[src/rtl/assert_macros.svh]
// Assertion helpers shared by the RTL files.
`ifndef ASSERT_MACROS_SVH
`define ASSERT_MACROS_SVH

// Property that must hold at every clock edge outside reset.
`define HCB_ASSERT(lbl, clk, rst_n, prop) \
  lbl: assert property (@(posedge clk) disable iff (!rst_n) prop) \
    else $error("assertion failed");

// Condition that must never be true outside reset.
`define HCB_ASSERT_NEVER(lbl, clk, rst_n, cond) \
  lbl: assert property (@(posedge clk) disable iff (!rst_n) !(cond)) \
    else $error("forbidden condition seen");

`endif

[src/rtl/hcb_pkg.sv]
`default_nettype none
package hcb_pkg;

  localparam int MAX_CELLS_ACROSS = 64;
  localparam int NUM_BINS         = 9;
  localparam int BLOCK_CELLS      = 2;
  localparam int ELEMENTS         = BLOCK_CELLS * BLOCK_CELLS * NUM_BINS;
  localparam int ACROSS_LIMIT     = (MAX_CELLS_ACROSS < 64) ? MAX_CELLS_ACROSS : 64;
  localparam int COL_W            = $clog2(MAX_CELLS_ACROSS);
  localparam int BIN_W            = 4;
  localparam int HIST_W           = 21;
  localparam int MAG_W            = 13;
  localparam int POS_W            = 10;
  localparam int SUM_W            = 27;
  localparam int VALUE_W          = 17;
  localparam int IDX_W            = 6;
  localparam int QUEUE_DEPTH      = 2;
  localparam int ADDR_W           = 1 + COL_W + BIN_W;

  localparam logic [HIST_W-1:0] HIST_MAX = {HIST_W{1'b1}};

  localparam logic [1:0] CFG_CELL_SIZE    = 2'd0;
  localparam logic [1:0] CFG_CELLS_ACROSS = 2'd1;
  localparam logic [1:0] CFG_CELLS_DOWN   = 2'd2;

  typedef struct packed {
    logic [4:0] cell_size;
    logic [6:0] cells_across;
    logic [6:0] cells_down;
  } cfg_t;

  typedef struct packed {
    logic             slot;
    logic [COL_W-1:0] col;
    logic [BIN_W-1:0] bin;
    logic [MAG_W-1:0] mag;
    logic             first;
    logic             emit;
    logic [IDX_W-1:0] top;
    logic [IDX_W-1:0] lft;
  } op_t;

  typedef enum logic [1:0] {F_IDLE, F_CALC, F_PUSH} front_state_e;

  typedef enum logic [3:0] {
    B_IDLE, B_CLEAR, B_READ, B_WRITE, B_SUM_RD, B_SUM_ACC,
    B_VAL_RD, B_VAL_LD, B_DIV, B_OUT
  } back_state_e;

  // Cosine and sine of the sector test angles 20, 40, 60 and 80 degrees, Q0.16.
  function automatic logic [15:0] test_cos(logic [1:0] i);
    logic [15:0] r;
    case (i)
      2'd0:    r = 16'd61584;
      2'd1:    r = 16'd50203;
      2'd2:    r = 16'd32768;
      default: r = 16'd11380;
    endcase
    return r;
  endfunction

  function automatic logic [15:0] test_sin(logic [1:0] i);
    logic [15:0] r;
    case (i)
      2'd0:    r = 16'd22415;
      2'd1:    r = 16'd42126;
      2'd2:    r = 16'd56756;
      default: r = 16'd64540;
    endcase
    return r;
  endfunction

endpackage
`default_nettype wire

[src/rtl/hcb_front.sv]
`default_nettype none
module hcb_front (
  input  wire                clk_i,
  input  wire                rst_ni,
  input  hcb_pkg::cfg_t      cfg_i,
  input  wire                in_valid_i,
  output logic               in_ready_o,
  input  wire  [7:0]         left_pixel_i,
  input  wire  [7:0]         right_pixel_i,
  input  wire  [7:0]         above_pixel_i,
  input  wire  [7:0]         below_pixel_i,
  input  wire                frame_start_i,
  output logic               push_valid_o,
  input  wire                push_ready_i,
  output hcb_pkg::op_t       push_op_o
);

  localparam int POS_W = hcb_pkg::POS_W;
  localparam int MAG_W = hcb_pkg::MAG_W;
  localparam int V_W   = 2 * MAG_W - 1;

  hcb_pkg::front_state_e state_q, state_d;

  logic [3:0]       step_q;
  logic [POS_W-1:0] col_q, row_q;
  logic [7:0]       ax_q, ay_q;
  logic             gxneg_q, gyneg_q, zero_q;
  logic [V_W-1:0]   v_q;
  logic [MAG_W-1:0] root_q;
  logic [3:0]       tests_q;
  logic [POS_W-1:0] cn_q, rn_q, cq_q, rq_q;
  logic [4:0]       cr_q, rr_q;

  // Clamped geometry.
  logic [4:0]  cs;
  logic [6:0]  across, down;
  logic [11:0] wide, high;

  always_comb begin
    if (cfg_i.cell_size < 5'd2) cs = 5'd2;
    else if (cfg_i.cell_size > 5'd16) cs = 5'd16;
    else cs = cfg_i.cell_size;
    if (cfg_i.cells_across < 7'd2) across = 7'd2;
    else if (cfg_i.cells_across > 7'(hcb_pkg::ACROSS_LIMIT)) across = 7'(hcb_pkg::ACROSS_LIMIT);
    else across = cfg_i.cells_across;
    if (cfg_i.cells_down < 7'd2) down = 7'd2;
    else if (cfg_i.cells_down > 7'd64) down = 7'd64;
    else down = cfg_i.cells_down;
    wide = 12'(across * cs);
    high = 12'(down * cs);
  end

  // Gradient and position at acceptance.
  logic signed [8:0] gx, gy;
  logic [7:0]        ax, ay;
  logic [16:0]       sq;
  logic [POS_W-1:0]  c0, r0;
  logic [POS_W:0]    c1, r1;

  always_comb begin
    gx = $signed({1'b0, right_pixel_i}) - $signed({1'b0, left_pixel_i});
    gy = $signed({1'b0, above_pixel_i}) - $signed({1'b0, below_pixel_i});
    ax = gx[8] ? 8'(-gx) : gx[7:0];
    ay = gy[8] ? 8'(-gy) : gy[7:0];
    sq = 17'(ax * ax) + 17'(ay * ay);
    c0 = frame_start_i ? '0 : col_q;
    r0 = frame_start_i ? '0 : row_q;
    if (12'(c0) >= wide) c0 = '0;
    if (12'(r0) >= high) r0 = '0;
    c1 = {1'b0, c0} + 1'b1;
    r1 = {1'b0, r0} + 1'b1;
  end

  wire accept = (state_q == hcb_pkg::F_IDLE) && in_valid_i;

  // One step of the square root, the two cell divisions and a sector test.
  logic [MAG_W-1:0]   cand;
  logic [2*MAG_W-1:0] cand_sq;
  logic [5:0]         cr2, rr2;
  logic [1:0]         tsel;
  logic               test_bit;

  always_comb begin
    cand     = root_q | (MAG_W'(1) << (MAG_W - 1 - step_q));
    cand_sq  = cand * cand;
    cr2      = {cr_q, cn_q[POS_W-1]};
    rr2      = {rr_q, rn_q[POS_W-1]};
    tsel     = step_q[1:0];
    test_bit = (24'(ay_q * hcb_pkg::test_cos(tsel))) >= (24'(ax_q * hcb_pkg::test_sin(tsel)));
  end

  always_comb begin
    state_d = state_q;
    case (state_q)
      hcb_pkg::F_IDLE: if (in_valid_i) state_d = hcb_pkg::F_CALC;
      hcb_pkg::F_CALC: if (step_q == 4'(MAG_W - 1)) state_d = hcb_pkg::F_PUSH;
      hcb_pkg::F_PUSH: if (push_ready_i) state_d = hcb_pkg::F_IDLE;
      default:         state_d = hcb_pkg::F_IDLE;
    endcase
  end

  always_ff @(posedge clk_i or negedge rst_ni) begin
    if (!rst_ni) begin
      state_q <= hcb_pkg::F_IDLE;
      col_q   <= '0;
      row_q   <= '0;
    end else begin
      state_q <= state_d;
      if (accept) begin
        if (12'(c1) >= wide) begin
          col_q <= '0;
          row_q <= (12'(r1) >= high) ? '0 : r1[POS_W-1:0];
        end else begin
          col_q <= c1[POS_W-1:0];
          row_q <= r0;
        end
      end
    end
  end

  always_ff @(posedge clk_i) begin
    if (accept) begin
      ax_q    <= ax;
      ay_q    <= ay;
      gxneg_q <= gx[8];
      gyneg_q <= gy[8];
      zero_q  <= (gx == 9'sd0) && (gy == 9'sd0);
      v_q     <= {sq, 8'b0};
      root_q  <= '0;
      step_q  <= '0;
      cn_q    <= c0;
      rn_q    <= r0;
      cq_q    <= '0;
      rq_q    <= '0;
      cr_q    <= '0;
      rr_q    <= '0;
    end else if (state_q == hcb_pkg::F_CALC) begin
      step_q <= step_q + 4'd1;
      if ((V_W + 1)'(cand_sq) <= (V_W + 1)'(v_q)) root_q <= cand;
      if (step_q < 4'd4) tests_q[tsel] <= test_bit;
      if (step_q < 4'(POS_W)) begin
        cn_q <= cn_q << 1;
        rn_q <= rn_q << 1;
        if (cr2 >= {1'b0, cs}) begin
          cr_q <= 5'(cr2 - {1'b0, cs});
          cq_q <= {cq_q[POS_W-2:0], 1'b1};
        end else begin
          cr_q <= cr2[4:0];
          cq_q <= {cq_q[POS_W-2:0], 1'b0};
        end
        if (rr2 >= {1'b0, cs}) begin
          rr_q <= 5'(rr2 - {1'b0, cs});
          rq_q <= {rq_q[POS_W-2:0], 1'b1};
        end else begin
          rr_q <= rr2[4:0];
          rq_q <= {rq_q[POS_W-2:0], 1'b0};
        end
      end
    end
  end

  // Orientation bin from the folded sector tests and the gradient signs.
  logic [3:0] bin;
  always_comb begin
    if (zero_q) bin = 4'd4;
    else if (!gyneg_q) begin
      if (!gxneg_q) bin = !tests_q[0] ? 4'd4 : (!tests_q[2] ? 4'd5 : 4'd6);
      else bin = tests_q[3] ? 4'd6 : (tests_q[1] ? 4'd7 : 4'd8);
    end else begin
      if (!gxneg_q) bin = !tests_q[0] ? 4'd4 : (!tests_q[2] ? 4'd3 : 4'd2);
      else bin = tests_q[3] ? 4'd2 : (tests_q[1] ? 4'd1 : 4'd0);
    end
  end

  always_comb begin
    in_ready_o       = (state_q == hcb_pkg::F_IDLE);
    push_valid_o     = (state_q == hcb_pkg::F_PUSH);
    push_op_o.slot   = rq_q[0];
    push_op_o.col    = cq_q[hcb_pkg::COL_W-1:0];
    push_op_o.bin    = bin;
    push_op_o.mag    = root_q;
    push_op_o.first  = (cr_q == 5'd0) && (rr_q == 5'd0);
    push_op_o.emit   = (cr_q == cs - 5'd1) && (rr_q == cs - 5'd1) &&
                       (cq_q != '0) && (rq_q != '0);
    push_op_o.top    = 6'(rq_q - POS_W'(1));
    push_op_o.lft    = 6'(cq_q - POS_W'(1));
  end

endmodule
`default_nettype wire

[config.mk]
export PLATFORM = sky130hd
export DESIGN_NAME = hcb_front
export DESIGN_NICKNAME = d
export VERILOG_FILES = /design/src/rtl/assert_macros.svh /design/src/rtl/hcb_pkg.sv /design/src/rtl/hcb_front.sv
export SDC_FILE = /design/constraint.sdc
export NUM_CORES = 2
export LEC_CHECK = 0
export ABC_AREA = 1
export BUFFER_PORTS_ARGS = -buffer_cell sky130_fd_sc_hd__buf_2
export CAP_MARGIN = 20
export CORE_MARGIN = 3
export CORE_UTILIZATION = 55
export CTS_BUF_LIST = sky130_fd_sc_hd__clkbuf_8
export DETAILED_ROUTE_END_ITERATION = 6
export PLACE_DENSITY = 0.72
export SYNTH_ARGS = -nofsm -noshare
export SYNTH_HDL_FRONTEND = slang
export SYNTH_SLANG_ARGS = --single-unit
[constraint.sdc]
create_clock -name clk_i -period 9 [get_ports clk_i]
set_clock_uncertainty 0.1 [all_clocks]
set_input_delay 0.45 -clock clk_i [delete_from_list [all_inputs] [get_ports clk_i]]
set_output_delay 0.45 -clock clk_i [all_outputs]
set_load 0.005 [all_outputs]
==> results.md <==
| Result | Reported | Unit |
|---|---|---|
| Min-delay worst type | in2reg | - |
| Synth-to-layout area growth | 6.86 | % |
| Initial Util | 56.0 | % |
| Post-synthesis instance total | 3297 | - |
| Total routed wirelength | 64100 | um |
| Hold worst-path end | state_q[1] | - |
| Number of clock buffers inserted by TritonCTS | 17 | - |
| Initial antenna violation count | 1 | - |
| Mean post-synth cell area | 7.94 | sq um |
| Final setup slack of the worst path | 0.490 | ns |
| Reg-to-reg critical path endpoint | root_q[0] | - |
| Critical path arrival | 8.82 | ns |
| Hold Violations, Final | 0 | - |
| Max-Cap Viols | 0 | - |
| Maximum buffer depth of the clock tree | 2 | - |
| DRC Markers | 0 | - |
| Worst R2R Setup Slack | 0.49 | ns |
| Crit Reg-Reg Startpoint | step_q[1] | - |
| Netlist cell types | 61 | - |
| WL per Instance | 16.0 | um |
| Via Count | 21500 | - |
| Clock tree from TritonCTS | built | - |
| Count of flip-flops with a built-in enable after synthesis | 60 | - |
| Synth Flop Type | edfxtp_1 | - |
| GR Util All Layers | 26.4 | % |
| CP delay by family, top | adder cells | - |
| Core area | 0.0468 | sq mm |
| Max-slew violation count | 0 | - |
| Buf+Inv Stages, Crit Path | 9 | - |
| Chip width | 224 | um |
| Clock-pin transition on the worst setup and hold timing paths | 0.09 | ns |
| Maximum number of pins on one net before global-route repair | 73 | - |
| Number of cell instances on the worst register-to-register path | 40 | - |
| Clock Tree Root | clkbuf_8 | - |
| Via density per instance | 5.34 | - |
| Hold Crit Depth | 2 | - |
| Count of state elements after synthesis | 129 | - |
| Clock Latency Late Sink | 0.49 | ns |
| Drt pass-1 iters | 6 | - |
| Worst Path Max Fanout | 18 | - |
| Violation count after the first detailed-routing iteration | 1444 | - |
| Overall overflow remaining after global route | 0 | - |
| Detailed placement HPWL | 54400 | um |
| Leading cell types by total area after synthesis | fa_1 27%, ha_1 19%, inv_1 11% | - |
| Library cell occupying the most area in the post-synthesis netlist | fa_1 | - |
| Number of H-tree branching levels | 4 | - |
| Site Rows | 79 | - |
| Worst path max stage delay | 0.56 | ns |
| Sort of element at the end of the critical path | register | - |
| Slew at the pin closest to its max-slew limit | 1.04 | ns |
| Yosys warning total | 0 | - |
| Clock period minus final worst setup slack | 8.51 | ns |
| Relative slew slack | 30.7 | % |
| Post-detailed-route count of antenna-violating nets | 0 | - |
| Fraction of synthesized cell area taken by the top area cell type | 26.9 | % |
| Setup-failing EPs final | 0 | - |
| Top cell by count, worst path | nand2_1 | - |
| I/O Buffers | 95 | - |
| Number of nets in the finished design | 4192 | - |
| Weighted congestion at the end of routability-driven global placement | 0.922 | - |
| Floorplan die area | 0.0503 | sq mm |
| Global-route wire length before repair | 108000 | um |
| Type of the setup path with the least slack | reg2reg | - |
| Portion of the post-synthesis area used by sequential elements | 12.6 | % |
| Syn Nets | 4093 | - |
| Fraction of synthesis flops using an asynchronous set or reset pin | 17.1 | % |
| Launch instance of the worst min-delay path | push_ready_i | - |
| Number of clock sinks seen by CTS | 129 | - |
| Highest clock frequency the design can meet | 118 | MHz |
| Num ports | 96 | - |
| Number of global-route vias before repair | 22400 | - |
| Required time worst endpoint | 9.31 | ns |
| Critical Path Slowest Stage Cell | fa_1 | - |
| Worst setup slack before clock tree synthesis | 0.194 | ns |
| Netlist Area Pre-Place | 0.0262 | sq mm |
| Category of the worst setup path launch point | register | - |
| Outcome | complete, no violations | - |
| Fraction of the cycle the final worst path needs | 94.6 | % |
| Die extent in y | 224 | um |
| Levels on crit path | 40 | - |
| Fraction of final layout cells sized beyond drive strength 1 | 6.31 | % |
metal layers:
layer	GRT usage, %	vias to the layer above	wire (um)
li1	-	10400	-
met1	35.4	10400	28300
met2	45.9	537	31200
met3	4.10	66	3680
met4	5.02	0	933
met5	0	-	0
kinds of logic after synthesis:
| group | Yosys count | synth area share [%] |
|---|---|---|
| buffers and inverters | 865 | 12.6 |
| flip-flops | 129 | 12.6 |
| AO/OA/AOI/OAI | 383 | 8.56 |
| adder cells (fa/ha/maj) | 740 | 45.5 |
| multiplexers | 1 | 0.0430 |
| AND/OR/NAND/NOR | 1047 | 16.2 |
| XOR/XNOR | 131 | 4.54 |
| other | 1 | 0.0143 |
worst reg2reg max path: cells and delay by family (launching register included):
family | cells | cell delay [ns]
fa+ha+maj | 8 | 3.50
flops | 1 | 0.32
buf+inv | 9 | 0.89
xor+xnor | 1 | 0.09
simple gates | 16 | 2.33
compound gates | 6 | 1.21
how the worst max path moves through the flow:
stage / to / start
global route: root_q[0] / step_q[1]
detailed placement: root_q[1] / step_q[1]
finish: root_q[0] / step_q[1]
global placement: root_q[0] / step_q[1]
floorplan: root_q[8] / step_q[0]
CTS: root_q[1] / step_q[1]
state kept, by name, indices dropped and copies added (netlist names):
register  count
gyneg_q       1
rr_q          5
ay_q          8
gxneg_q       1
state_q       2
root_q       13
ax_q          8
tests_q       4
row_q        10
cq_q         10
col_q        10
zero_q        1
v_q          17
cn_q         10
rq_q         10
cr_q          5
rn_q         10
step_q        4
stage by stage:
stage	area [sq um]	hold WS (ns)	TNS [ns]	std cells	util, %
detailed placement	27400	0.365	0	3969	58.5
global route	28000	0.0426	-0.000941	4016	59.8
finish	28000	0.0604	0	4017	59.8
CTS	27800	0.0256	0	4002	59.4
floorplan	26200	0.0544	0	3297	-
global placement	27400	0.361	0	3969	58.5
final cells by class:
| type | count | area [sq um] |
|---|---|---|
| diodes | 1 | 2.50 |
| repair buffers | 138 | 830 |
| clock inverters | 15 | 158 |
| multi-input cells | 2304 | 19700 |
| inverters | 806 | 3030 |
| clock buffers | 17 | 234 |
| flip-flops and latches | 129 | 3290 |
| fillers | 4255 | 18800 |
| well taps | 607 | 759 |
placed cells by master (no fill, tap or decap), drive strengths merged, types with 39 or more instances in the layout:
cell and n:
o21ai 103, xnor2 39, edfxtp 60, fa 352
buf 137, inv 810, dfxtp 47, nor2 293
xor2 92, a21oi 167, nand2 573, nand3 105
ha 388
synth_stat cells, drive strengths merged, types with 8 or more instances:
cell / instances
inv: 804
clkbuf: 43
a21oi: 167
ha: 388
dfxtp: 47
o21ai: 103
o22ai: 27
nor2: 293
a21o: 12
o21bai: 18
o211ai: 8
xnor2: 39
buf: 16
a211oi: 11
nand4: 27
nand3: 104
fa: 352
nor4: 9
nor3: 27
dfrtp: 22
a31oi: 13
xor2: 92
edfxtp: 60
nand2: 573
timing repair:
item,CTS,global route
endpoints found under the setup margin,0,13
setup buffers,0,13
resized for setup,0,18
hold buffers,1,0
endpoints found under the hold margin,22,0
Power is not shown: default switching activity piles up to over one toggle a cycle in this logic, so the estimate is an artifact.
