$ cat config.mk
export PLATFORM = sky130hd
export DESIGN_NAME = hcb_fifo
export DESIGN_NICKNAME = d
export VERILOG_FILES = /design/src/rtl/hcb_pkg.sv /design/src/rtl/hcb_fifo.sv
export VERILOG_INCLUDE_DIRS = /design/src /design/src/rtl
export SDC_FILE = /design/constraint.sdc
export NUM_CORES = 1
export LEC_CHECK = 0
export BUFFER_PORTS_ARGS = -buffer_cell sky130_fd_sc_hd__buf_2
export CAP_MARGIN = 30
export CELL_PAD_IN_SITES_DETAIL_PLACEMENT = 1
export CELL_PAD_IN_SITES_GLOBAL_PLACEMENT = 1
export CORE_MARGIN = 5
export CORE_UTILIZATION = 45
export CTS_BUF_LIST = sky130_fd_sc_hd__clkbuf_4 sky130_fd_sc_hd__clkbuf_8
export CTS_CLUSTER_DIAMETER = 50
export CTS_CLUSTER_SIZE = 40
export DETAILED_ROUTE_END_ITERATION = 10
export GPL_ROUTABILITY_DRIVEN = 0
export PLACE_DENSITY = 0.78
export SYNTH_ARGS = -nofsm -noshare
export SYNTH_HDL_FRONTEND = slang
export SYNTH_SLANG_ARGS = --single-unit
$ cat constraint.sdc
create_clock -name clk_i -period 3.43 [get_ports clk_i]
set_input_delay 0.5145 -clock clk_i [delete_from_list [all_inputs] [get_ports clk_i]]
set_output_delay 0.5145 -clock clk_i [all_outputs]
set_load 0.02 [all_outputs]
$ cat src/rtl/assert_macros.svh
// Assertion helpers shared by the RTL files.
`ifndef ASSERT_MACROS_SVH
`define ASSERT_MACROS_SVH

// Property that must hold at every clock edge outside reset.
`define HCB_ASSERT(lbl, clk, rst_n, prop) \
  lbl: assert property (@(posedge clk) disable iff (!rst_n) prop) \
    else $error("assertion failed");

// Condition that must never be true outside reset.
`define HCB_ASSERT_NEVER(lbl, clk, rst_n, cond) \
  lbl: assert property (@(posedge clk) disable iff (!rst_n) !(cond)) \
    else $error("forbidden condition seen");

`endif

$ cat src/rtl/hcb_pkg.sv
`default_nettype none
package hcb_pkg;

  localparam int MAX_CELLS_ACROSS = 64;
  localparam int NUM_BINS         = 9;
  localparam int BLOCK_CELLS      = 2;
  localparam int ELEMENTS         = BLOCK_CELLS * BLOCK_CELLS * NUM_BINS;
  localparam int ACROSS_LIMIT     = (MAX_CELLS_ACROSS < 64) ? MAX_CELLS_ACROSS : 64;
  localparam int COL_W            = $clog2(MAX_CELLS_ACROSS);
  localparam int BIN_W            = 4;
  localparam int HIST_W           = 21;
  localparam int MAG_W            = 13;
  localparam int POS_W            = 10;
  localparam int SUM_W            = 27;
  localparam int VALUE_W          = 17;
  localparam int IDX_W            = 6;
  localparam int QUEUE_DEPTH      = 2;
  localparam int ADDR_W           = 1 + COL_W + BIN_W;

  localparam logic [HIST_W-1:0] HIST_MAX = {HIST_W{1'b1}};

  localparam logic [1:0] CFG_CELL_SIZE    = 2'd0;
  localparam logic [1:0] CFG_CELLS_ACROSS = 2'd1;
  localparam logic [1:0] CFG_CELLS_DOWN   = 2'd2;

  typedef struct packed {
    logic [4:0] cell_size;
    logic [6:0] cells_across;
    logic [6:0] cells_down;
  } cfg_t;

  typedef struct packed {
    logic             slot;
    logic [COL_W-1:0] col;
    logic [BIN_W-1:0] bin;
    logic [MAG_W-1:0] mag;
    logic             first;
    logic             emit;
    logic [IDX_W-1:0] top;
    logic [IDX_W-1:0] lft;
  } op_t;

  typedef enum logic [1:0] {F_IDLE, F_CALC, F_PUSH} front_state_e;

  typedef enum logic [3:0] {
    B_IDLE, B_CLEAR, B_READ, B_WRITE, B_SUM_RD, B_SUM_ACC,
    B_VAL_RD, B_VAL_LD, B_DIV, B_OUT
  } back_state_e;

  // Cosine and sine of the sector test angles 20, 40, 60 and 80 degrees, Q0.16.
  function automatic logic [15:0] test_cos(logic [1:0] i);
    logic [15:0] r;
    case (i)
      2'd0:    r = 16'd61584;
      2'd1:    r = 16'd50203;
      2'd2:    r = 16'd32768;
      default: r = 16'd11380;
    endcase
    return r;
  endfunction

  function automatic logic [15:0] test_sin(logic [1:0] i);
    logic [15:0] r;
    case (i)
      2'd0:    r = 16'd22415;
      2'd1:    r = 16'd42126;
      2'd2:    r = 16'd56756;
      default: r = 16'd64540;
    endcase
    return r;
  endfunction

endpackage
`default_nettype wire

$ cat src/rtl/hcb_fifo.sv
`default_nettype none
`include "assert_macros.svh"
module hcb_fifo (
  input  wire           clk_i,
  input  wire           rst_ni,
  input  wire           push_valid_i,
  output logic          push_ready_o,
  input  hcb_pkg::op_t  push_op_i,
  output logic          pop_valid_o,
  input  wire           pop_ready_i,
  output hcb_pkg::op_t  pop_op_o
);

  localparam int DEPTH = hcb_pkg::QUEUE_DEPTH;
  localparam int PTR_W = (DEPTH > 1) ? $clog2(DEPTH) : 1;
  localparam int CNT_W = $clog2(DEPTH + 1);

  hcb_pkg::op_t     slots_q [DEPTH];
  logic [PTR_W-1:0] wptr_q, rptr_q;
  logic [CNT_W-1:0] count_q;

  wire push = push_valid_i && push_ready_o;
  wire pop  = pop_valid_o && pop_ready_i;

  assign push_ready_o = (count_q != CNT_W'(DEPTH));
  assign pop_valid_o  = (count_q != '0);
  assign pop_op_o     = slots_q[rptr_q];

  function automatic logic [PTR_W-1:0] bump(logic [PTR_W-1:0] p);
    return (p == PTR_W'(DEPTH - 1)) ? '0 : p + PTR_W'(1);
  endfunction

  always_ff @(posedge clk_i or negedge rst_ni) begin
    if (!rst_ni) begin
      wptr_q  <= '0;
      rptr_q  <= '0;
      count_q <= '0;
    end else begin
      if (push) wptr_q <= bump(wptr_q);
      if (pop) rptr_q <= bump(rptr_q);
      if (push && !pop) count_q <= count_q + CNT_W'(1);
      else if (pop && !push) count_q <= count_q - CNT_W'(1);
    end
  end

  always_ff @(posedge clk_i) begin
    if (push) slots_q[wptr_q] <= push_op_i;
  end

  `HCB_ASSERT_NEVER(a_count_range, clk_i, rst_ni, count_q > CNT_W'(DEPTH))
  `HCB_ASSERT(a_count_grow, clk_i, rst_ni, (push && !pop) |=> (count_q == $past(count_q) + CNT_W'(1)))

endmodule
`default_nettype wire

==> flow_metrics.env, run 1 <==
export IMPL_clkLatencyLatePin_ns=0.34
export IMPL_period_minus_slack_ns=2.25
export IMPL_max_freq_mhz=445
export IMPL_chipHeight_um=91.4
export IMPL_power_density_nw_per_um2=907
export IMPL_core_area_um2=6390
export IMPL_drt_wl_total_um=5290
export IMPL_dp_hpwl_um=3580
export IMPL_hp_start="push_op_i[8]"
export IMPL_status="complete, no violations"
export IMPL_period_share=0.655
export IMPL_pin_count=82
export IMPL_drv_cap=0
export IMPL_synthDistinctLibCells=16
export IMPL_synth_nets=179
export IMPL_rsz0062_at_grt="no"
export IMPL_clkSinkCount=80
export IMPL_peakVddDrop_uv=505
export IMPL_yosys_area_share_adder=0.00419
export IMPL_viasPerCell=4.86
export IMPL_crit_reg2reg_launch="count_q[0]"
export IMPL_synth_top_family_by_area="multiplexers"
export IMPL_nNetsFinal=270
export IMPL_antenna_found_initial=0
export IMPL_grt_pass1_vias=1653
export IMPL_grt_usage=0.130
export IMPL_worst_pin_slew_ns=0.911
export IMPL_num_rows=29
export IMPL_crit_path_end_kind="primary output"
export IMPL_r2r_end="slots_q[0][31]"
export IMPL_cts_max_level=3
export IMPL_cts_buffers=9
export IMPL_synth_seq_area_share=0.799
export IMPL_worstPathArrival_ns=1.73
export IMPL_hold_class="input pin to flop"
export IMPL_start_util=0.467
export IMPL_drive_above_1_share=0.603
export IMPL_timing_hold_ws_ns=0.360
export IMPL_fill_cells=606
export IMPL_placedCellCount=291
export IMPL_cp_start_kind="flop"
export IMPL_drt_pass1_iterations=4
export IMPL_cts_root_buf="clkbuf_8"
export IMPL_synth_seq_cells=80
export IMPL_clk_pin_slew_ns=0.08
export IMPL_hold_depth=1
export IMPL_criticalPathCategory="flop to primary output"
export IMPL_p_leak_uw=0.00146
export IMPL_clock_skew_ns=0.00718
export IMPL_netlist_instances=136
export IMPL_grt_overflow_total=0
export IMPL_synth_xor_area_share=0.0147
export IMPL_cts_tree="done"
export IMPL_area_delta_synth_final_pct=25.4
export IMPL_vias=1503
export IMPL_drt_iter0_drc=46
export IMPL_die_w_um=91.4
export IMPL_fin_cells=309
export IMPL_tns_ns=0
export IMPL_synth_avg_cell_area_um2=21.9
export IMPL_setup_viol=0
export IMPL_diodes=0
export IMPL_synth_area_um2=2980
export IMPL_final_hold_viol_count=0
export IMPL_drc=0
export IMPL_die_area_um2=8360
export IMPL_wl_per_cell_um=17.1
export IMPL_ff2ff_setup_slack_ns=1.49
export IMPL_ctsLongestPathBuffers=2
export IMPL_slew_headroom=0.393
export IMPL_grt_pass1_wl_um=8180
export IMPL_synthMuxAreaShare=0.156
export IMPL_required_ns=2.92
export IMPL_yosys_area_share_simple=0.0113
export IMPL_worstHoldEndpoint="slots_q[0][8]"
export IMPL_synth_compound_area_share=0
export IMPL_worstRegToRegCells=4
export IMPL_ys_warn_count=0
export IMPL_grt_max_degree=40
export IMPL_ant_nets=0
export IMPL_finalMaxSlewViolations=0
export IMPL_port_buffers=81
export IMPL_crit_fanout=25
-- routing by layer --
layer  vias to the layer above  share of wire  track usage
met5                         -              0            0
met4                         0         0.0051       0.0403
met3                         2          0.083       0.0603
met2                        60           0.51        0.213
met1                       731           0.41        0.152
li1                        710              -            -
-- how the worst max path moves through the flow --
| stage | end | startpoint | slack (ns) | cells past startpoint |
|---|---|---|---|---|
| 6_report | pop_op_o[34] | rptr_q | 1.18 | 3 |
| 5_1_grt | pop_op_o[32] | rptr_q | 1.11 | 3 |
| 4_1_cts | pop_op_o[10] | rptr_q | 0.90 | 2 |
| 3_5_place_dp | pop_op_o[34] | rptr_q | 1.28 | 2 |
| 3_3_place_gp | pop_op_o[32] | rptr_q | 1.29 | 2 |
| 2_1_floorplan | slots_q[0][0] | count_q[0] | 0.60 | 3 |
-- timing repair --
item | in CTS | in global routing
hold buffers | 1 | 0
setup endpoints to repair | 0 | 0
hold endpoints to repair | 4 | 0
resized for setup | 0 | 0
setup buffers | 0 | 0
-- cells by family after synthesis --
kind of cell | after synthesis
xor gates and xnor gates | 5
adders and majority gates | 1
buffers and inverters | 5
DFF | 80
muxes | 38
and+or+nand+nor | 7
-- critical path, stage by stage (launching register included) --
cell and delay [ns]:
dfrtp_2 0.60, buf_12 0.25, mux2_2 0.36, buf_2 0.16
-- final cells by class --
class	count	area [um^2]	area share
Clock buffer	13	160	0.0428
Clock inverter	3	90.1	0.0241
Inverter	1	3.75	0.00100
Multi-Input combinational cell	51	564	0.151
Sequential cell	80	2380	0.637
Tap cell	77	96.3	0.0258
Timing Repair Buffer	84	443	0.118
-- registers in the layout, summed over array words and instances, names as in the netlist --
register and flops:
count_q 2, rptr_q 1, slots_q 76, wptr_q 1
-- synthesized netlist by cell type, drive strengths merged --
library cell | n | area, um^2
or2 | 1 | 6.26
dfrtp | 4 | 100
xnor2 | 3 | 26.3
nand2 | 2 | 7.51
inv | 1 | 3.75
edfxtp | 76 | 2280
and3 | 1 | 6.26
buf | 4 | 41.3
nor2 | 2 | 7.51
mux2 | 38 | 465
ha | 1 | 12.5
nand2b | 1 | 6.26
xor2 | 2 | 17.5
-- power by group --
group          total (uW)  internal, uW  switching, uW  leakage [uW]
clock network         836           529            307      0.000128
logic                1110           473            640      0.000578
registers            1440          1340            102      0.000752
total                3390          2340           1050       0.00146
-- through the flow --
step                      utilization  power, uW  cell area (um^2)  setup slack [ns]
after detailed placement        0.542       2580              3460              1.28
after global placement          0.542       2550              3460              1.29
after global routing            0.586       3570              3740              1.11
final                           0.586       3390              3740              1.18
after CTS                       0.583       3420              3720             0.898
after floorplan                     -       2260              2980             0.595
-- placed cells by master, fill, tap and decap left out, drive strengths merged --
cell type / instances
ha: 1
xnor2: 3
mux2: 38
edfxtp: 76
dlygate4sd3: 1
xor2: 2
clkbuf: 13
nand2: 2
or2: 1
buf: 83
nand2b: 1
nor2: 2
inv: 1
dfrtp: 4
and3: 1
bufinv: 3
Note: power is estimated with default switching activity, not from simulation.
==> inputs of run 2 (changes only) <==
--- a/config.mk
+++ b/config.mk
@@ -6,12 +6,13 @@
 export SDC_FILE = /design/constraint.sdc
 export NUM_CORES = 1
 export LEC_CHECK = 0
+export ABC_AREA = 1
 export BUFFER_PORTS_ARGS = -buffer_cell sky130_fd_sc_hd__buf_2
 export CAP_MARGIN = 30
 export CELL_PAD_IN_SITES_DETAIL_PLACEMENT = 1
 export CELL_PAD_IN_SITES_GLOBAL_PLACEMENT = 1
 export CORE_MARGIN = 5
-export CORE_UTILIZATION = 45
+export CORE_UTILIZATION = 42
 export CTS_BUF_LIST = sky130_fd_sc_hd__clkbuf_4 sky130_fd_sc_hd__clkbuf_8
 export CTS_CLUSTER_DIAMETER = 50
 export CTS_CLUSTER_SIZE = 40
==> constraint.sdc (replaced) <==
create_clock -name clk_i -period 2.2 [get_ports clk_i]
set_input_delay 0.33 -clock clk_i [delete_from_list [all_inputs] [get_ports clk_i]]
set_output_delay 0.33 -clock clk_i [all_outputs]
set_load 0.02 [all_outputs]
==> run 2 against run 1 <==
Net effect:
- final cell count up 36%
- combinational power grew 78%
- utilization shrank 3.7 points
- sequential cell count unchanged
- via count up 28%
- critical endpoint is now pop_op_o[1]
- worst setup slack got worse by 0.83 ns
- non-clock buffer count rose by 4
- global-route usage rose by 2.3 points
- total power grew 57%
- register-to-register slack worse by 0.89 ns
- sequential share of layout area decreased by 0.20 points
==> flow_metrics.env, run 2 <==
export IMPL_rsz0062_at_grt="no"
export IMPL_timing_hold_ws_ns=0.180
export IMPL_cts_max_level=3
export IMPL_synth_area_um2=2980
export IMPL_drc=0
export IMPL_num_rows=30
export IMPL_crit_chain="inv_2 -> buf_12 -> nand2_1 -> nand2_1 -> buf_2"
export IMPL_port_buffers=81
export IMPL_antenna_found_initial=0
export IMPL_reg_top3="slots_q: 76 flops, count_q: 2 flops"
export IMPL_mostFrequentLayoutCells="124 x nand2_1, 81 x buf_2, 76 x edfxtp_1"
export IMPL_ctsLongestPathBuffers=2
export IMPL_clk_pin_slew_ns=0.08
export IMPL_chipHeight_um=94.2
export IMPL_synth_flop_cell="edfxtp_1"
export IMPL_drt_pass1_iterations=4
export IMPL_wl_per_cell_um=15.4
export IMPL_ant_nets=0
export IMPL_nNetsFinal=361
export IMPL_grt_usage=0.153
export IMPL_netlist_instances=227
export IMPL_yosys_top_cells_count="124 x nand2_1, 76 x edfxtp_1, 6 x inv_1"
export IMPL_cp_top_family="buffers and inverters"
export IMPL_cts_buffers=9
export IMPL_place_area_um2=3530
export IMPL_synth_avg_cell_area_um2=13.1
export IMPL_crit_path_end_kind="primary output"
export IMPL_grt_pass1_wl_um=10000
export IMPL_power_frac_seq=0.412
export IMPL_cp_start_kind="flop"
export IMPL_vias=1925
export IMPL_area_delta_synth_final_pct=26.1
export IMPL_p_leak_uw=0.00164
export IMPL_synthDistinctLibCells=13
export IMPL_ys_top_cells_by_area="edfxtp_1 77%, nand2_1 16%, dfrtp_1 3.4%, buf_2 0.84%, buf_4 0.76%"
export IMPL_die_w_um=94.2
export IMPL_setup_viol=0
export IMPL_power_internal_uw=3310
export IMPL_die_area_um2=8870
export IMPL_ff2ff_setup_slack_ns=0.60
export IMPL_yosysTopAreaCellShare=0.767
export IMPL_final_common_cell="nand2_1"
export IMPL_synth_edff_count=76
export IMPL_diodes=0
export IMPL_dp_hpwl_um=4570
export IMPL_synth_nets=270
export IMPL_largest_register_ff_count=76
export IMPL_slew_headroom=0.725
export IMPL_drt_iter0_drc=46
export IMPL_worst_path_most_repeated_cell="nand2_1"
export IMPL_clkPwrFrac=0.217
export IMPL_synth_most_common_cell="nand2_1"
export IMPL_async_flop_share=0.0500
export IMPL_period_minus_slack_ns=1.85
export IMPL_worst_pin_slew_ns=0.412
export IMPL_crit_slowest_cell="dfrtp_1"
export IMPL_fin_area_um2=3750
export IMPL_synth_seq_area_share=0.801
export IMPL_clkLatencyLatePin_ns=0.33
export IMPL_cts_tree="done"
export IMPL_worstPathArrival_ns=1.52
export IMPL_cts_root_buf="clkbuf_8"
export IMPL_peakVddDrop_uv=656
export IMPL_swShare=0.378
export IMPL_viasPerCell=4.59
export IMPL_finalMaxSlewViolations=0
export IMPL_status="complete, no violations"
export IMPL_grt_max_degree=40
export IMPL_required_ns=1.87
export IMPL_grt_overflow_total=0
export IMPL_pin_count=82
export IMPL_cp_slowest_stage_delay_ns=0.39
export IMPL_criticalPathCategory="flop to primary output"
export IMPL_clock_skew_ns=0.00983
export IMPL_synth_seq_cells=80
export IMPL_crit_buf_inv=3
export IMPL_final_hold_viol_count=0
export IMPL_grt_pass1_vias=2048
export IMPL_power_density_nw_per_um2=1420
export IMPL_core_area_um2=6830
export IMPL_drv_cap=0
export IMPL_drive_above_1_share=0.325
export IMPL_ys_warn_count=0
export IMPL_synth_largest_area_cell="edfxtp_1"
export IMPL_post_cts_buffers=0
export IMPL_drt_wl_total_um=6450
export IMPL_period_share=0.841
export IMPL_power_frac_comb=0.372
export IMPL_largest_register="slots_q"
export IMPL_clkSinkCount=80
export IMPL_start_util=0.436
export IMPL_hold_class="input pin to flop"
export IMPL_max_freq_mhz=540
export IMPL_crit_fanout=21
export IMPL_p_switching_uw=2010
[run 2: final timing paths]
check / startpoint / to / cells after the start
worst max-delay path: rptr_q / pop_op_o[1] / 5
worst min-delay path: push_op_i[13] / slots_q[1][13] / 1
worst max register to register: count_q[0] / count_q[1] / 9
worst min register to register: count_q[1] / count_q[1] / 2
max in group asynchronous: rst_ni / wptr_q / 2
min in group asynchronous: rst_ni / rptr_q / 2
[run 2: layer usage]
metal | global-route usage | vias up | part of all wire
li1 | - | 940 | -
met1 | 0.168 | 918 | 0.39
met2 | 0.277 | 59 | 0.53
met3 | 0.0449 | 8 | 0.068
met4 | 0.0578 | 0 | 0.011
met5 | 0 | - | 0
[run 2: cell type report]
type                    count  area [um^2]
fillers                   744         3080
flip-flops and latches     80         2380
multi-input cells         132          534
repair buffers             88          473
clock buffers              10          131
well taps                  96          120
clock inverters             6         83.8
inverters                   7         26.3
[run 2: kinds of logic (layout without fill, tap and decap cells)]
logic type    Yosys count  count (layout)  synth area share
xor+xnor                2               2           0.00589
simple gates          129             129             0.164
buf+inv                15             111            0.0248
flops                  80              80             0.801
fa+ha+maj               1               1           0.00420
[run 2: timing repair]
item | 4_1_cts | 5_1_grt
hold endpoints to repair | 4 | 0
hold buffers | 1 | 0
resized for setup | 0 | 0
[run 2: power groups by stage]
stage / registers, uW / clock network [uW] / logic (uW)
2_1_floorplan: 2210 / 0 / 1290
3_3_place_gp: 2200 / 0 / 1970
3_5_place_dp: 2230 / 0 / 2020
4_1_cts: 2200 / 1180 / 2040
5_1_grt: 2220 / 1250 / 2180
6_report: 2190 / 1150 / 1980
[run 2: stage by stage]
step           setup WS, ns  std cells  setup TNS, ns  total power [uW]   util
3_3_place_gp          0.669        402              0              4170  0.516
6_report              0.349        419              0              5320  0.549
2_1_floorplan        -0.602        227         -45.72              3500      -
5_1_grt               0.230        419              0              5650  0.549
3_5_place_dp          0.601        402              0              4250  0.516
4_1_cts               0.310        419              0              5410  0.549
==> inputs of run 3 (changes only) <==
--- a/config.mk
+++ b/config.mk
@@ -12,13 +12,13 @@
 export CELL_PAD_IN_SITES_DETAIL_PLACEMENT = 1
 export CELL_PAD_IN_SITES_GLOBAL_PLACEMENT = 1
 export CORE_MARGIN = 5
-export CORE_UTILIZATION = 42
+export CORE_UTILIZATION = 38
 export CTS_BUF_LIST = sky130_fd_sc_hd__clkbuf_4 sky130_fd_sc_hd__clkbuf_8
 export CTS_CLUSTER_DIAMETER = 50
 export CTS_CLUSTER_SIZE = 40
 export DETAILED_ROUTE_END_ITERATION = 10
 export GPL_ROUTABILITY_DRIVEN = 0
-export PLACE_DENSITY = 0.78
+export PLACE_DENSITY = 0.74
 export SYNTH_ARGS = -nofsm -noshare
 export SYNTH_HDL_FRONTEND = slang
 export SYNTH_SLANG_ARGS = --single-unit
==> constraint.sdc (replaced) <==
create_clock -name clk_i -period 1.5 [get_ports clk_i]
set_input_delay 0.225 -clock clk_i [delete_from_list [all_inputs] [get_ports clk_i]]
set_output_delay 0.225 -clock clk_i [all_outputs]
set_load 0.02 [all_outputs]
==> run 3 against run 2 <==
Net effect:
- the flow now finishes with violations (negative setup slack)
- count of clock-buffer cells in the layout grew 2
- die area grew 9.4%
- sequential power grew 48%
- first-iteration DRC count shrank 4.3%
- highest routed layer unchanged
==> flow_metrics.env, run 3 (same netlist as run 2, synthesis figures left out) <==
export IMPL_status="complete, but fails checks"
export IMPL_violations="negative setup slack"
export IMPL_clk_pin_slew_ns=0.09
export IMPL_period_share=1.02
export IMPL_cts_max_level=3
export IMPL_tns_ns=-0.0524
export IMPL_die_w_um=98.5
export IMPL_power_density_nw_per_um2=2160
export IMPL_max_freq_mhz=657
export IMPL_die_area_um2=9700
export IMPL_place_area_um2=3590
export IMPL_drt_pass1_iterations=4
export IMPL_vias=1977
export IMPL_setup_viol=6
export IMPL_hold_depth=1
export IMPL_hold_class="input pin to flop"
export IMPL_reg_top3="slots_q: 76 flops, count_q: 2 flops"
export IMPL_required_ns=1.27
export IMPL_drc=0
export IMPL_grt_overflow_total=0
export IMPL_worst_path_most_repeated_cell="nand2_1"
export IMPL_grt_pass1_vias=2083
export IMPL_cp_slowest_stage_delay_ns=0.44
export IMPL_cp_start_kind="flop"
export IMPL_ctsLongestPathBuffers=2
export IMPL_cts_root_buf="clkbuf_8"
export IMPL_final_common_cell="nand2_1"
export IMPL_crit_path_end_kind="primary output"
export IMPL_viasPerCell=4.62
export IMPL_ant_nets=0
export IMPL_largest_register="slots_q"
export IMPL_area_delta_synth_final_pct=41.7
export IMPL_crit_fanout=15
export IMPL_worstPathArrival_ns=1.30
export IMPL_drt_wl_total_um=6490
export IMPL_cts_tree="done"
export IMPL_drt_iter0_drc=44
export IMPL_wl_per_cell_um=15.2
export IMPL_crit_chain="clkinv_4 -> buf_12 -> nand2_1 -> nand2_1 -> buf_6"
export IMPL_core_area_um2=7690
export IMPL_clock_skew_ns=0.0117
export IMPL_crit_slowest_cell="dfrtp_2"
export IMPL_criticalPathCategory="flop to primary output"
export IMPL_clkLatencyLatePin_ns=0.34
export IMPL_cp_depth=5
export IMPL_grt_max_degree=25
export IMPL_slew_headroom=0.863
export IMPL_diodes=0
export IMPL_grt_pass1_wl_um=10100
export IMPL_pin_count=82
export IMPL_chipHeight_um=98.5
export IMPL_drv_cap=0
export IMPL_peakVddDrop_uv=801
export IMPL_cp_top_family="flip-flops"
export IMPL_largest_register_ff_count=76
export IMPL_finalPower_uw=9100
export IMPL_cts_buffers=9
export IMPL_nNetsFinal=364
export IMPL_p_leak_uw=0.00178
export IMPL_fin_area_um2=4220
export IMPL_start_util=0.387
export IMPL_finalMaxSlewViolations=0
export IMPL_antenna_found_initial=0
export IMPL_crit_buf_inv=3
export IMPL_mostFrequentLayoutCells="86 x nand2_1, 76 x edfxtp_1, 43 x buf_2"
export IMPL_fill_cells=781
export IMPL_period_minus_slack_ns=1.52
export IMPL_drive_above_1_share=0.460
export IMPL_grt_usage=0.136
export IMPL_port_buffers=81
export IMPL_num_rows=32
export IMPL_fin_ws_ns=-0.0228
export IMPL_timing_hold_ws_ns=0.0694
export IMPL_final_hold_viol_count=0
export IMPL_clkSinkCount=80
export IMPL_dp_hpwl_um=4430
export IMPL_rsz0062_at_grt="yes"
export IMPL_worstRegToRegCells=9
export IMPL_worst_pin_slew_ns=0.205
-- run 3: changes by cell type in the layout (fill, tap and decap cells not counted), moves of 2 or more --
cell / change
buf_4: -3
clkinvlp_4: -2
nand2_4: +2
buf_2: -38
buf_6: +40
nand2_2: +36
buf_12: +3
nand2_1: -38
-- run 3: stage by stage --
step	worst slack [ns]	std cells	util
2_1_floorplan	-0.125	227	-
3_3_place_gp	0.141	410	0.467
3_5_place_dp	0.0703	410	0.467
4_1_cts	-0.0869	429	0.539
5_1_grt	-0.107	428	0.548
6_report	-0.0228	428	0.548
-- run 3: worst reg2reg max path: stages (launching register included) --
cell     delay (ns)
dfrtp_1        0.42
inv_2          0.10
nand2_4        0.06
nand2_4        0.11
inv_1          0.08
ha_4           0.24
inv_1          0.07
nand3_1        0.08
nand2_1        0.06
nand2_1        0.04
-- run 3: metal layers --
metal | global-route usage | share of wire | wire length (um)
met1 | 0.151 | 0.39 | 2520
met2 | 0.249 | 0.55 | 3560
met3 | 0.0333 | 0.052 | 339
met4 | 0.0567 | 0.011 | 70
met5 | 0 | 0 | 0
-- run 3: area by class of cell --
cell class / instances / area, um^2 / area share
Multi-Input combinational cell: 132 / 652 / 0.155
Clock inverter: 4 / 70.1 / 0.0166
Tap cell: 102 / 128 / 0.0303
Timing Repair Buffer: 91 / 798 / 0.189
Inverter: 7 / 31.3 / 0.00742
Clock buffer: 12 / 153 / 0.0362
Sequential cell: 80 / 2380 / 0.565
-- run 3: timing repair --
| action | CTS | global route |
|---|---|---|
| gates resized for setup | 91 | 34 |
| hold endpoints to repair | 4 | 0 |
| cloned | 1 | 0 |
| buffers inserted | 1 | 0 |
| hold buffers | 1 | 0 |
| endpoints found under the setup margin | 38 | 39 |
| pin swaps | 0 | 1 |
-- run 3: where the power goes --
part	leakage, uW	switching [uW]	internal [uW]
logic	0.000906	2360	1780
clock network	0.000117	705	1020
registers	0.000754	189	3060
-- run 3: final timing paths --
path	endpoint	startpoint	slack, ns
worst max-delay path	pop_op_o[37]	rptr_q	-0.02
worst min-delay path	slots_q[0][1]	push_op_i[1]	0.07
worst max register to register	count_q[1]	count_q[0]	0.12
worst min register to register	count_q[0]	count_q[0]	0.52
max in group asynchronous	rptr_q	rst_ni	1.12
min in group asynchronous	count_q[0]	rst_ni	0.24
